==> config.mk <==
export PLATFORM = sky130hd
export DESIGN_NAME = spot_geom
export DESIGN_NICKNAME = d
export VERILOG_FILES = /design/src/design/spot_pkg.sv /design/src/design/spot_geom.sv
export SDC_FILE = /design/constraint.sdc
export NUM_CORES = 1
export LEC_CHECK = 0
export BUFFER_PORTS_ARGS = -buffer_cell sky130_fd_sc_hd__buf_2
export CAP_MARGIN = 20
export CORE_ASPECT_RATIO = 1.25
export CORE_MARGIN = 3
export CORE_UTILIZATION = 60
export DETAILED_ROUTE_END_ITERATION = 6
export PLACE_DENSITY_LB_ADDON = 0.15
export SYNTH_ARGS = -nofsm -noshare
export SYNTH_HDL_FRONTEND = slang
export SYNTH_SLANG_ARGS = --single-unit
==> constraint.sdc <==
create_clock -name aclk -period 4.39 [get_ports aclk]
set_input_delay 0.2195 -clock aclk [delete_from_list [all_inputs] [get_ports aclk]]
set_output_delay 0.2195 -clock aclk [all_outputs]
set_load 0.02 [all_outputs]
==> src/design/spot_pkg.sv <==
package spot_pkg;

    // item stages from input accept to the output register
    localparam int NUM_STAGES = 6;

    // result beat width: overlap flag padded to a whole byte
    localparam int OUT_TDATA_W = 8;

    // shape kind codes as carried on tuser
    typedef enum logic {
        KIND_BOX    = 1'b0,
        KIND_CIRCLE = 1'b1
    } shape_kind_t;

    // pair code is {self_kind, other_kind}
    typedef enum logic [1:0] {
        PAIR_BOX_BOX       = 2'b00,
        PAIR_BOX_CIRCLE    = 2'b01,
        PAIR_CIRCLE_BOX    = 2'b10,
        PAIR_CIRCLE_CIRCLE = 2'b11
    } pair_mode_t;

    typedef logic [NUM_STAGES-1:0] stage_vec_t;

    typedef struct packed {
        stage_vec_t en;
        stage_vec_t vld;
    } pipe_ctl_t;

endpackage

==> src/design/spot_geom.sv <==
module spot_geom
    import spot_pkg::*;
#(
    parameter int W = 24
) (
    input  logic                aclk,
    input  logic [2:0]          en,
    input  logic                self_kind,
    input  logic signed [W-1:0] self_x,
    input  logic signed [W-1:0] self_y,
    input  logic [W-2:0]        self_w,
    input  logic [W-2:0]        self_h,
    input  logic signed [W-1:0] move_x,
    input  logic signed [W-1:0] move_y,
    input  logic                other_kind,
    input  logic signed [W-1:0] other_x,
    input  logic signed [W-1:0] other_y,
    input  logic [W-2:0]        other_w,
    input  logic [W-2:0]        other_h,
    output logic signed [W+1:0] cx,
    output logic signed [W+1:0] cy,
    output logic signed [W+1:0] px,
    output logic signed [W+1:0] py,
    output logic [W-1:0]        radius,
    output logic                bb_hit,
    output logic                is_bb
);

    localparam int EW = W + 2;

    // stage 1: move the self shape
    logic signed [W:0] sx1_reg, sy1_reg;
    logic [W-2:0]      sw1_reg, sh1_reg, ow1_reg, oh1_reg;
    logic signed [W-1:0] ox1_reg, oy1_reg;
    pair_mode_t        mode1_reg;

    always_ff @(posedge aclk) begin
        if (en[0]) begin
            sx1_reg   <= (W+1)'(self_x) + (W+1)'(move_x);
            sy1_reg   <= (W+1)'(self_y) + (W+1)'(move_y);
            sw1_reg   <= self_w;
            sh1_reg   <= self_h;
            ox1_reg   <= other_x;
            oy1_reg   <= other_y;
            ow1_reg   <= other_w;
            oh1_reg   <= other_h;
            mode1_reg <= pair_mode_t'({self_kind, other_kind});
        end
    end

    // stage 2: box far edges and role selection. Point "a" is the circle
    // center (or the first box); box "b" is the box to clamp into. For two
    // circles b degenerates to the other center, so the clamp returns it.
    logic signed [EW-1:0] sx_e, sy_e, sx_f, sy_f, ox_e, oy_e, ox_f, oy_f;
    logic signed [EW-1:0] ax0_next, ay0_next, ax1_next, ay1_next;
    logic signed [EW-1:0] bx0_next, by0_next, bx1_next, by1_next;
    logic [W-1:0]         r_next;
    logic                 bb_next;

    logic signed [EW-1:0] ax0_reg, ay0_reg, ax1_reg, ay1_reg;
    logic signed [EW-1:0] bx0_reg, by0_reg, bx1_reg, by1_reg;
    logic [W-1:0]         r2_reg;
    logic                 bb2_reg;

    always_comb begin
        sx_e = EW'(sx1_reg);
        sy_e = EW'(sy1_reg);
        sx_f = sx_e + $signed({3'b000, sw1_reg});
        sy_f = sy_e + $signed({3'b000, sh1_reg});
        ox_e = EW'(ox1_reg);
        oy_e = EW'(oy1_reg);
        ox_f = ox_e + $signed({3'b000, ow1_reg});
        oy_f = oy_e + $signed({3'b000, oh1_reg});
        unique case (mode1_reg)
            PAIR_BOX_BOX: begin
                ax0_next = sx_e;  ay0_next = sy_e;
                ax1_next = sx_f;  ay1_next = sy_f;
                bx0_next = ox_e;  by0_next = oy_e;
                bx1_next = ox_f;  by1_next = oy_f;
                r_next   = '0;
                bb_next  = 1'b1;
            end
            PAIR_CIRCLE_CIRCLE: begin
                ax0_next = sx_e;  ay0_next = sy_e;
                ax1_next = sx_e;  ay1_next = sy_e;
                bx0_next = ox_e;  by0_next = oy_e;
                bx1_next = ox_e;  by1_next = oy_e;
                r_next   = {1'b0, sw1_reg} + {1'b0, ow1_reg};
                bb_next  = 1'b0;
            end
            PAIR_CIRCLE_BOX: begin
                ax0_next = sx_e;  ay0_next = sy_e;
                ax1_next = sx_e;  ay1_next = sy_e;
                bx0_next = ox_e;  by0_next = oy_e;
                bx1_next = ox_f;  by1_next = oy_f;
                r_next   = {1'b0, sw1_reg};
                bb_next  = 1'b0;
            end
            PAIR_BOX_CIRCLE: begin
                ax0_next = ox_e;  ay0_next = oy_e;
                ax1_next = ox_e;  ay1_next = oy_e;
                bx0_next = sx_e;  by0_next = sy_e;
                bx1_next = sx_f;  by1_next = sy_f;
                r_next   = {1'b0, ow1_reg};
                bb_next  = 1'b0;
            end
        endcase
    end

    always_ff @(posedge aclk) begin
        if (en[1]) begin
            ax0_reg <= ax0_next;
            ay0_reg <= ay0_next;
            ax1_reg <= ax1_next;
            ay1_reg <= ay1_next;
            bx0_reg <= bx0_next;
            by0_reg <= by0_next;
            bx1_reg <= bx1_next;
            by1_reg <= by1_next;
            r2_reg  <= r_next;
            bb2_reg <= bb_next;
        end
    end

    // stage 3: strict box overlap and clamp of the center into box b
    logic signed [EW-1:0] px_next, py_next;
    logic                 hit_next;

    always_comb begin
        hit_next = (ax0_reg < bx1_reg) && (ax1_reg > bx0_reg) &&
                   (ay0_reg < by1_reg) && (ay1_reg > by0_reg);
        if (ax0_reg < bx0_reg) begin
            px_next = bx0_reg;
        end else if (ax0_reg > bx1_reg) begin
            px_next = bx1_reg;
        end else begin
            px_next = ax0_reg;
        end
        if (ay0_reg < by0_reg) begin
            py_next = by0_reg;
        end else if (ay0_reg > by1_reg) begin
            py_next = by1_reg;
        end else begin
            py_next = ay0_reg;
        end
    end

    logic signed [EW-1:0] cx3_reg, cy3_reg, px3_reg, py3_reg;
    logic [W-1:0]         r3_reg;
    logic                 hit3_reg, bb3_reg;

    always_ff @(posedge aclk) begin
        if (en[2]) begin
            cx3_reg  <= ax0_reg;
            cy3_reg  <= ay0_reg;
            px3_reg  <= px_next;
            py3_reg  <= py_next;
            r3_reg   <= r2_reg;
            hit3_reg <= hit_next;
            bb3_reg  <= bb2_reg;
        end
    end

    assign cx     = cx3_reg;
    assign cy     = cy3_reg;
    assign px     = px3_reg;
    assign py     = py3_reg;
    assign radius = r3_reg;
    assign bb_hit = hit3_reg;
    assign is_bb  = bb3_reg;

endmodule

==> results.json, run 1 <==
{
  "die_area_sq_um": 57000,
  "drt_first_pass_iters": 6,
  "ys_ff_latch": 549,
  "seqPwrFrac_pct": 43.2,
  "cap_violations": 0,
  "drt-total-wl_mm": 98.9,
  "die_y_um": 266,
  "required_ps": 4740,
  "route.detailed.drc": 0,
  "fmax_mhz": 265,
  "power.leakage_uw": 0.0166,
  "final_hold_viol_count": 0,
  "clockBufferDepth": 3,
  "syn_inst": 3010,
  "antenna_found_initial": 0,
  "layout.nets": 4068,
  "p_per_area_nw_per_um2": 442,
  "grt_max_degree": 137,
  "synth_edf_count": 549,
  "rsz0062_at_grt": "no",
  "wire_per_inst_um": 23.2,
  "async_flop_share_pct": 0,
  "syn_area_per_cell_sq_um": 10.8,
  "gp_congestion": 0.974,
  "diodes": 0,
  "design_area_sq_um": 38200,
  "cts_tree": "built",
  "io_buffers": 371,
  "clockPowerShare_pct": 26.8,
  "dieWidth_um": 214,
  "setup.worst_path.end_class": "flip-flop",
  "numCtsBuffers": 52,
  "netSwitchingPower_uw": 5730,
  "synth-warning-count": 0,
  "tightest_slew_ps": 1100,
  "syn_nets": 3574,
  "synth_cell_types": 81,
  "post_cts.repair.setup_buffers": 0,
  "netlist.area_leader.share_pct": 50.7,
  "crit_type": "reg -> reg",
  "vias": 26400,
  "tns_ps": 0,
  "cp-start-kind": "flip-flop",
  "path_clk_slew_ps": 70,
  "pin_count": 372,
  "swShare_pct": 33.9,
  "core_sq_um": 53000,
  "cp_max_fo": 3,
  "synth_area_sq_um": 32500,
  "period_needed_ps": 3780,
  "vdd_drop_max_uv": 304,
  "comb_power_share_pct": 30.0,
  "setup_violations": 0,
  "viasPerCell": 6.20,
  "cts_sinks": 549,
  "clk_latency_ps": 620,
  "synth-seq-area-share_pct": 50.7,
  "h-tree-depth": 2,
  "grt_overflow": 0,
  "drive_above_1_share_pct": 13.9,
  "start_util_pct": 61.2,
  "synth_ff_type": "edfxtp_1",
  "grt_pass1_vias": 25500,
  "arrival_ps": 4130,
  "placed_cell_area_sq_um": 35100,
  "cts-root-buf": "clkbuf_16",
  "outcome": "completed",
  "fp-row-count": 94,
  "holdBufCountCts": 146,
  "drv_slew": 0,
  "grt_pass1_wl_mm": 149,
  "grt_use_total_pct": 33.8,
  "p_int_uw": 11200,
  "slew_headroom_pct": 26.3,
  "post_cts_resized": 0,
  "ant_nets": 0,
  "hpwl_mm": 72.4,
  "synth_top_cell_by_area": "edfxtp_1",
  "period_share_pct": 86.1,
  "area_growth_pct": 17.7,
  "fin_skew_ps": 22.7,
  "total_power_uw": 16900,
  "drt_iter0_markers": 3467,
  "yosys-top-cells-area": "edfxtp_1 51%, ha_1 12%, nand2_1 5.9%",
  "hold_path.class": "in -> reg"
}
[synth_stat cells (all sizes together) (5+ instances only)]
library cell	n
o2111ai	5
nor4	8
buf	19
edfxtp	549
nand2b	27
xnor2	88
nand2	507
inv	158
a21oi	206
nor3b	6
nand3	34
o21bai	20
fa	7
o21ai	241
o31a	6
a21o	116
a211o	5
or3	10
ha	315
a211oi	30
o22ai	7
clkbuf	77
o311ai	6
a31oi	22
o211ai	21
mux2i	105
a221o	7
o31ai	10
a22oi	7
nor2	118
nand4	40
xor2	45
nor2b	27
nor3	31
and3	16
or2	6
o21a	31
a2111oi	8
and2	10
[cells by family (layout without fill, tap and decap cells)]
family          Yosys count  after routing  share of synthesized area [%]
fa+ha+maj               322            322                           12.6
compound gates          795            795                           15.4
xor+xnor                133            133                           3.59
mux                     107            107                           3.30
buf+inv                 254            787                           3.01
simple gates            850            850                           11.4
flops                   549            549                           50.7
[worst max-delay path: stages (launching register included)]
cell and delay [ps]:
edfxtp_1 420, ha_1 250, fa_1 430, a211oi_1 370, o21ai_0 250, a2111oi_1 710
nor2_1 200, a211o_1 300, o311a_1 150, a31oi_1 210, xor2_1 160, o21ai_1 60
[cell type report]
| cell class | count | area [sq um] |
|---|---|---|
| flip-flops and latches | 549 | 16500 |
| multi-input cells | 2207 | 15000 |
| fillers | 3603 | 14800 |
| repair buffers | 536 | 3550 |
| clock buffers | 59 | 1350 |
| well taps | 720 | 901 |
| inverters | 158 | 593 |
| clock inverters | 34 | 320 |
[per-layer routing]
metal	share of wire, %	global-route usage [%]	up-vias
li1	-	-	12100
met1	42	50.1	12500
met2	44	51.6	1641
met3	12	6.88	173
met4	2.7	8.72	0
met5	0	0	-
[path summary, 6_finish.rpt]
check                       startpoint                   end  slack [ps]  cells after the start
setup reg to reg  sw1_reg[0]$_DFFE_PP_  r2_reg[22]$_DFFE_PP_         610                     11
hold reg to reg   r2_reg[21]$_DFFE_PP_  radius[21]$_DFFE_PP_         420                      0
setup / recovery  sw1_reg[0]$_DFFE_PP_  r2_reg[22]$_DFFE_PP_         610                     11
hold / removal               move_y[7]  sy1_reg[7]$_DFFE_PP_          70                      3
[layout by cell type, fill, tap and decap left out, drive strengths merged, types with 6 or more instances in the layout]
| cell type | instances |
|---|---|
| a2111oi | 8 |
| a211oi | 30 |
| a21o | 116 |
| a21oi | 206 |
| a221o | 7 |
| a22oi | 7 |
| a31oi | 22 |
| and2 | 10 |
| and3 | 16 |
| buf | 389 |
| clkbuf | 60 |
| clkinv | 19 |
| dlygate4sd3 | 146 |
| edfxtp | 549 |
| fa | 7 |
| ha | 315 |
| inv | 166 |
| mux2i | 105 |
| nand2 | 507 |
| nand2b | 27 |
| nand3 | 34 |
| nand4 | 40 |
| nor2 | 118 |
| nor2b | 27 |
| nor3 | 31 |
| nor3b | 6 |
| nor4 | 8 |
| o211ai | 21 |
| o21a | 31 |
| o21ai | 241 |
| o21bai | 20 |
| o22ai | 7 |
| o311ai | 6 |
| o31a | 6 |
| o31ai | 10 |
| or2 | 6 |
| or3 | 10 |
| xnor2 | 88 |
| xor2 | 45 |
[power groups by stage]
stage	Combinational, uW	Sequential, uW	Clock [uW]
global placement	4650	7360	0
floorplan	3120	7300	0
finish	5070	7310	4540
detailed placement	4810	7380	0
CTS	4940	7280	4550
global route	5530	7360	4750
[through the flow]
step / util, % / cells / setup WS, ps / hold slack [ps]
2_1_floorplan: - / 3010 / 1190 / 318
3_3_place_gp: 66.2 / 4024 / 850 / 396
3_5_place_dp: 66.2 / 4024 / 778 / 398
4_1_cts: 72.1 / 4263 / 746 / 45.9
5_1_grt: 72.1 / 4263 / 359 / 83.0
6_report: 72.1 / 4263 / 611 / 65.3
(Power assumes the default switching activity.)
==> run 2, diff against run 1 <==
BUFFER_PORTS_ARGS = -buffer_cell sky130_fd_sc_hd__clkbuf_2   (was -buffer_cell sky130_fd_sc_hd__buf_2)
==> run 2 against run 1 <==
  * Register-to-register slack better by 80 ps
  * Clock skew is 7.8 ps higher
  * Hold slack better by 54 ps
  * Critical path depth stayed put
  * Power is 0.87% lower
  * Die area stayed put
  * Sequential cell count stayed put
  * Fmax is 2.1% higher
  * Via count is 0.57% higher
  * Critical endpoint is now by1_reg[22]$_DFFE_PP_
  * Largest power group unchanged
  * Highest routed layer unchanged
==> results.json, run 2 (same netlist as run 1, synthesis figures left out) <==
{
  "drive_above_1_share_pct": 13.9,
  "crit_buf_inv": 0,
  "wire_per_inst_um": 23.4,
  "netSwitchingPower_uw": 5760,
  "viasPerCell": 6.22,
  "setup_ws_ps": 690,
  "holdBufCountCts": 146,
  "comb_power_share_pct": 30.3,
  "startpoint": "sy1_reg[0]$_DFFE_PP_",
  "tns_ps": 0,
  "dieWidth_um": 214,
  "design_area_sq_um": 38200,
  "cp_max_fo": 5,
  "fin_skew_ps": 30.5,
  "power.leakage_uw": 0.0167,
  "placed_cell_area_sq_um": 35100,
  "numCtsBuffers": 53,
  "gp_congestion": 0.980,
  "outcome": "completed",
  "post_cts.repair.setup_buffers": 0,
  "path_clk_slew_ps": 70,
  "drv_slew": 0,
  "total_power_uw": 16800,
  "area_growth_pct": 17.5,
  "dp_cells": 4025,
  "grt_pass1_vias": 25500,
  "core_sq_um": 53000,
  "cts-root-buf": "clkbuf_16",
  "final_cell_mix": "549 x edfxtp_1, 506 x nand2_1, 368 x clkbuf_2",
  "cap_violations": 0,
  "route.detailed.drc": 0,
  "arrival_ps": 4050,
  "timing.critical_path.mode_cell": "a211oi_1",
  "drt_iter0_markers": 3624,
  "vias": 26600,
  "place_ws_ps": 781,
  "hold_start": "move_x[12]",
  "swShare_pct": 34.3,
  "clockPowerShare_pct": 26.1,
  "p_per_area_nw_per_um2": 440,
  "layout.nets": 4070,
  "drt-total-wl_mm": 99.9,
  "post_layout_nonfiller_instances": 4269,
  "rsz0062_at_grt": "no",
  "drt_first_pass_iters": 6,
  "vdd_drop_max_uv": 284,
  "fp-row-count": 94,
  "seqPwrFrac_pct": 43.7,
  "h-tree-depth": 2,
  "grt_use_total_pct": 34.0,
  "tightest_slew_ps": 1120,
  "r2r-start": "sy1_reg[0]$_DFFE_PP_",
  "crit_type": "reg -> reg",
  "period_needed_ps": 3700,
  "p_int_uw": 11000,
  "ant_nets": 0,
  "clk_latency_ps": 620,
  "slew_headroom_pct": 25.1,
  "fmax_mhz": 270,
  "final_hold_viol_count": 0,
  "hold_path.class": "in -> reg",
  "antenna_found_initial": 1,
  "post_cts_resized": 0,
  "pin_count": 372,
  "grt_max_degree": 136,
  "cp_slowest_stage_delay_ps": 460,
  "die_y_um": 266,
  "clockBufferDepth": 3,
  "cts_sinks": 549,
  "hpwl_mm": 73.0,
  "final_common_cell": "edfxtp_1",
  "grt_overflow": 0,
  "path_cells": "ha_1 -> fa_1 -> a211oi_1 -> nor2_1 -> o41ai_4 -> a211oi_1 -> or2_1 -> a41oi_2 -> nand2b_1 -> and3_1 -> o32a_1",
  "path_delay_family": "compound AO/OA/AOI/OAI gates",
  "required_ps": 4740,
  "cts_tree": "built",
  "cpMaxStageDelayCell": "o41ai_4",
  "setup.worst_path.end_class": "flip-flop",
  "grt_pass1_wl_mm": 149,
  "io_buffers": 371,
  "setup_violations": 0,
  "die_area_sq_um": 57000,
  "period_share_pct": 84.3,
  "cp-start-kind": "flip-flop",
  "start_util_pct": 61.2
}
## run 2: layer usage
metal | global-route usage, % | share of wire, %
met5 | 0 | 0
met4 | 9.77 | 3.1
met3 | 6.67 | 11
met2 | 51.2 | 44
met1 | 50.7 | 42
## run 2: worst paths after layout
kind	to	slack, ps	cells after the start
setup / recovery	by1_reg[22]$_DFFE_PP_	690	11
hold / removal	sx1_reg[13]$_DFFE_PP_	120	3
setup reg to reg	by1_reg[22]$_DFFE_PP_	690	11
hold reg to reg	is_bb$_DFFE_PP_	430	0
## run 2: stage by stage
step	hold slack (ps)	utilization, %
6_report	120	71.9
5_1_grt	115	71.9
4_1_cts	50.3	71.9
3_5_place_dp	398	66.2
3_3_place_gp	396	66.2
2_1_floorplan	318	-
## run 2: area by class of cell
class | instances | area (sq um)
clock buffers | 61 | 1360
inverters | 158 | 593
flip-flops and latches | 549 | 16500
multi-input cells | 2207 | 15000
repair buffers | 537 | 3540
well taps | 720 | 901
diodes | 1 | 2.50
clock inverters | 36 | 248
fillers | 3703 | 14900
## run 2: power groups by stage
stage                     clock, uW  combinational (uW)  sequential [uW]
after global placement            0                4660             7370
after CTS                      4400                4950             7290
after floorplan                   0                3120             7300
after global routing           4590                5540             7360
after detailed placement          0                4800             7390
final                          4370                5080             7320
## run 2: worst reg2reg max path: stages (launching register included)
cell and delay, ps:
edfxtp_1 440, ha_1 280, fa_1 430, a211oi_1 270
nor2_1 150, o41ai_4 460, a211oi_1 180, or2_1 290
a41oi_2 310, nand2b_1 140, and3_1 180, o32a_1 320
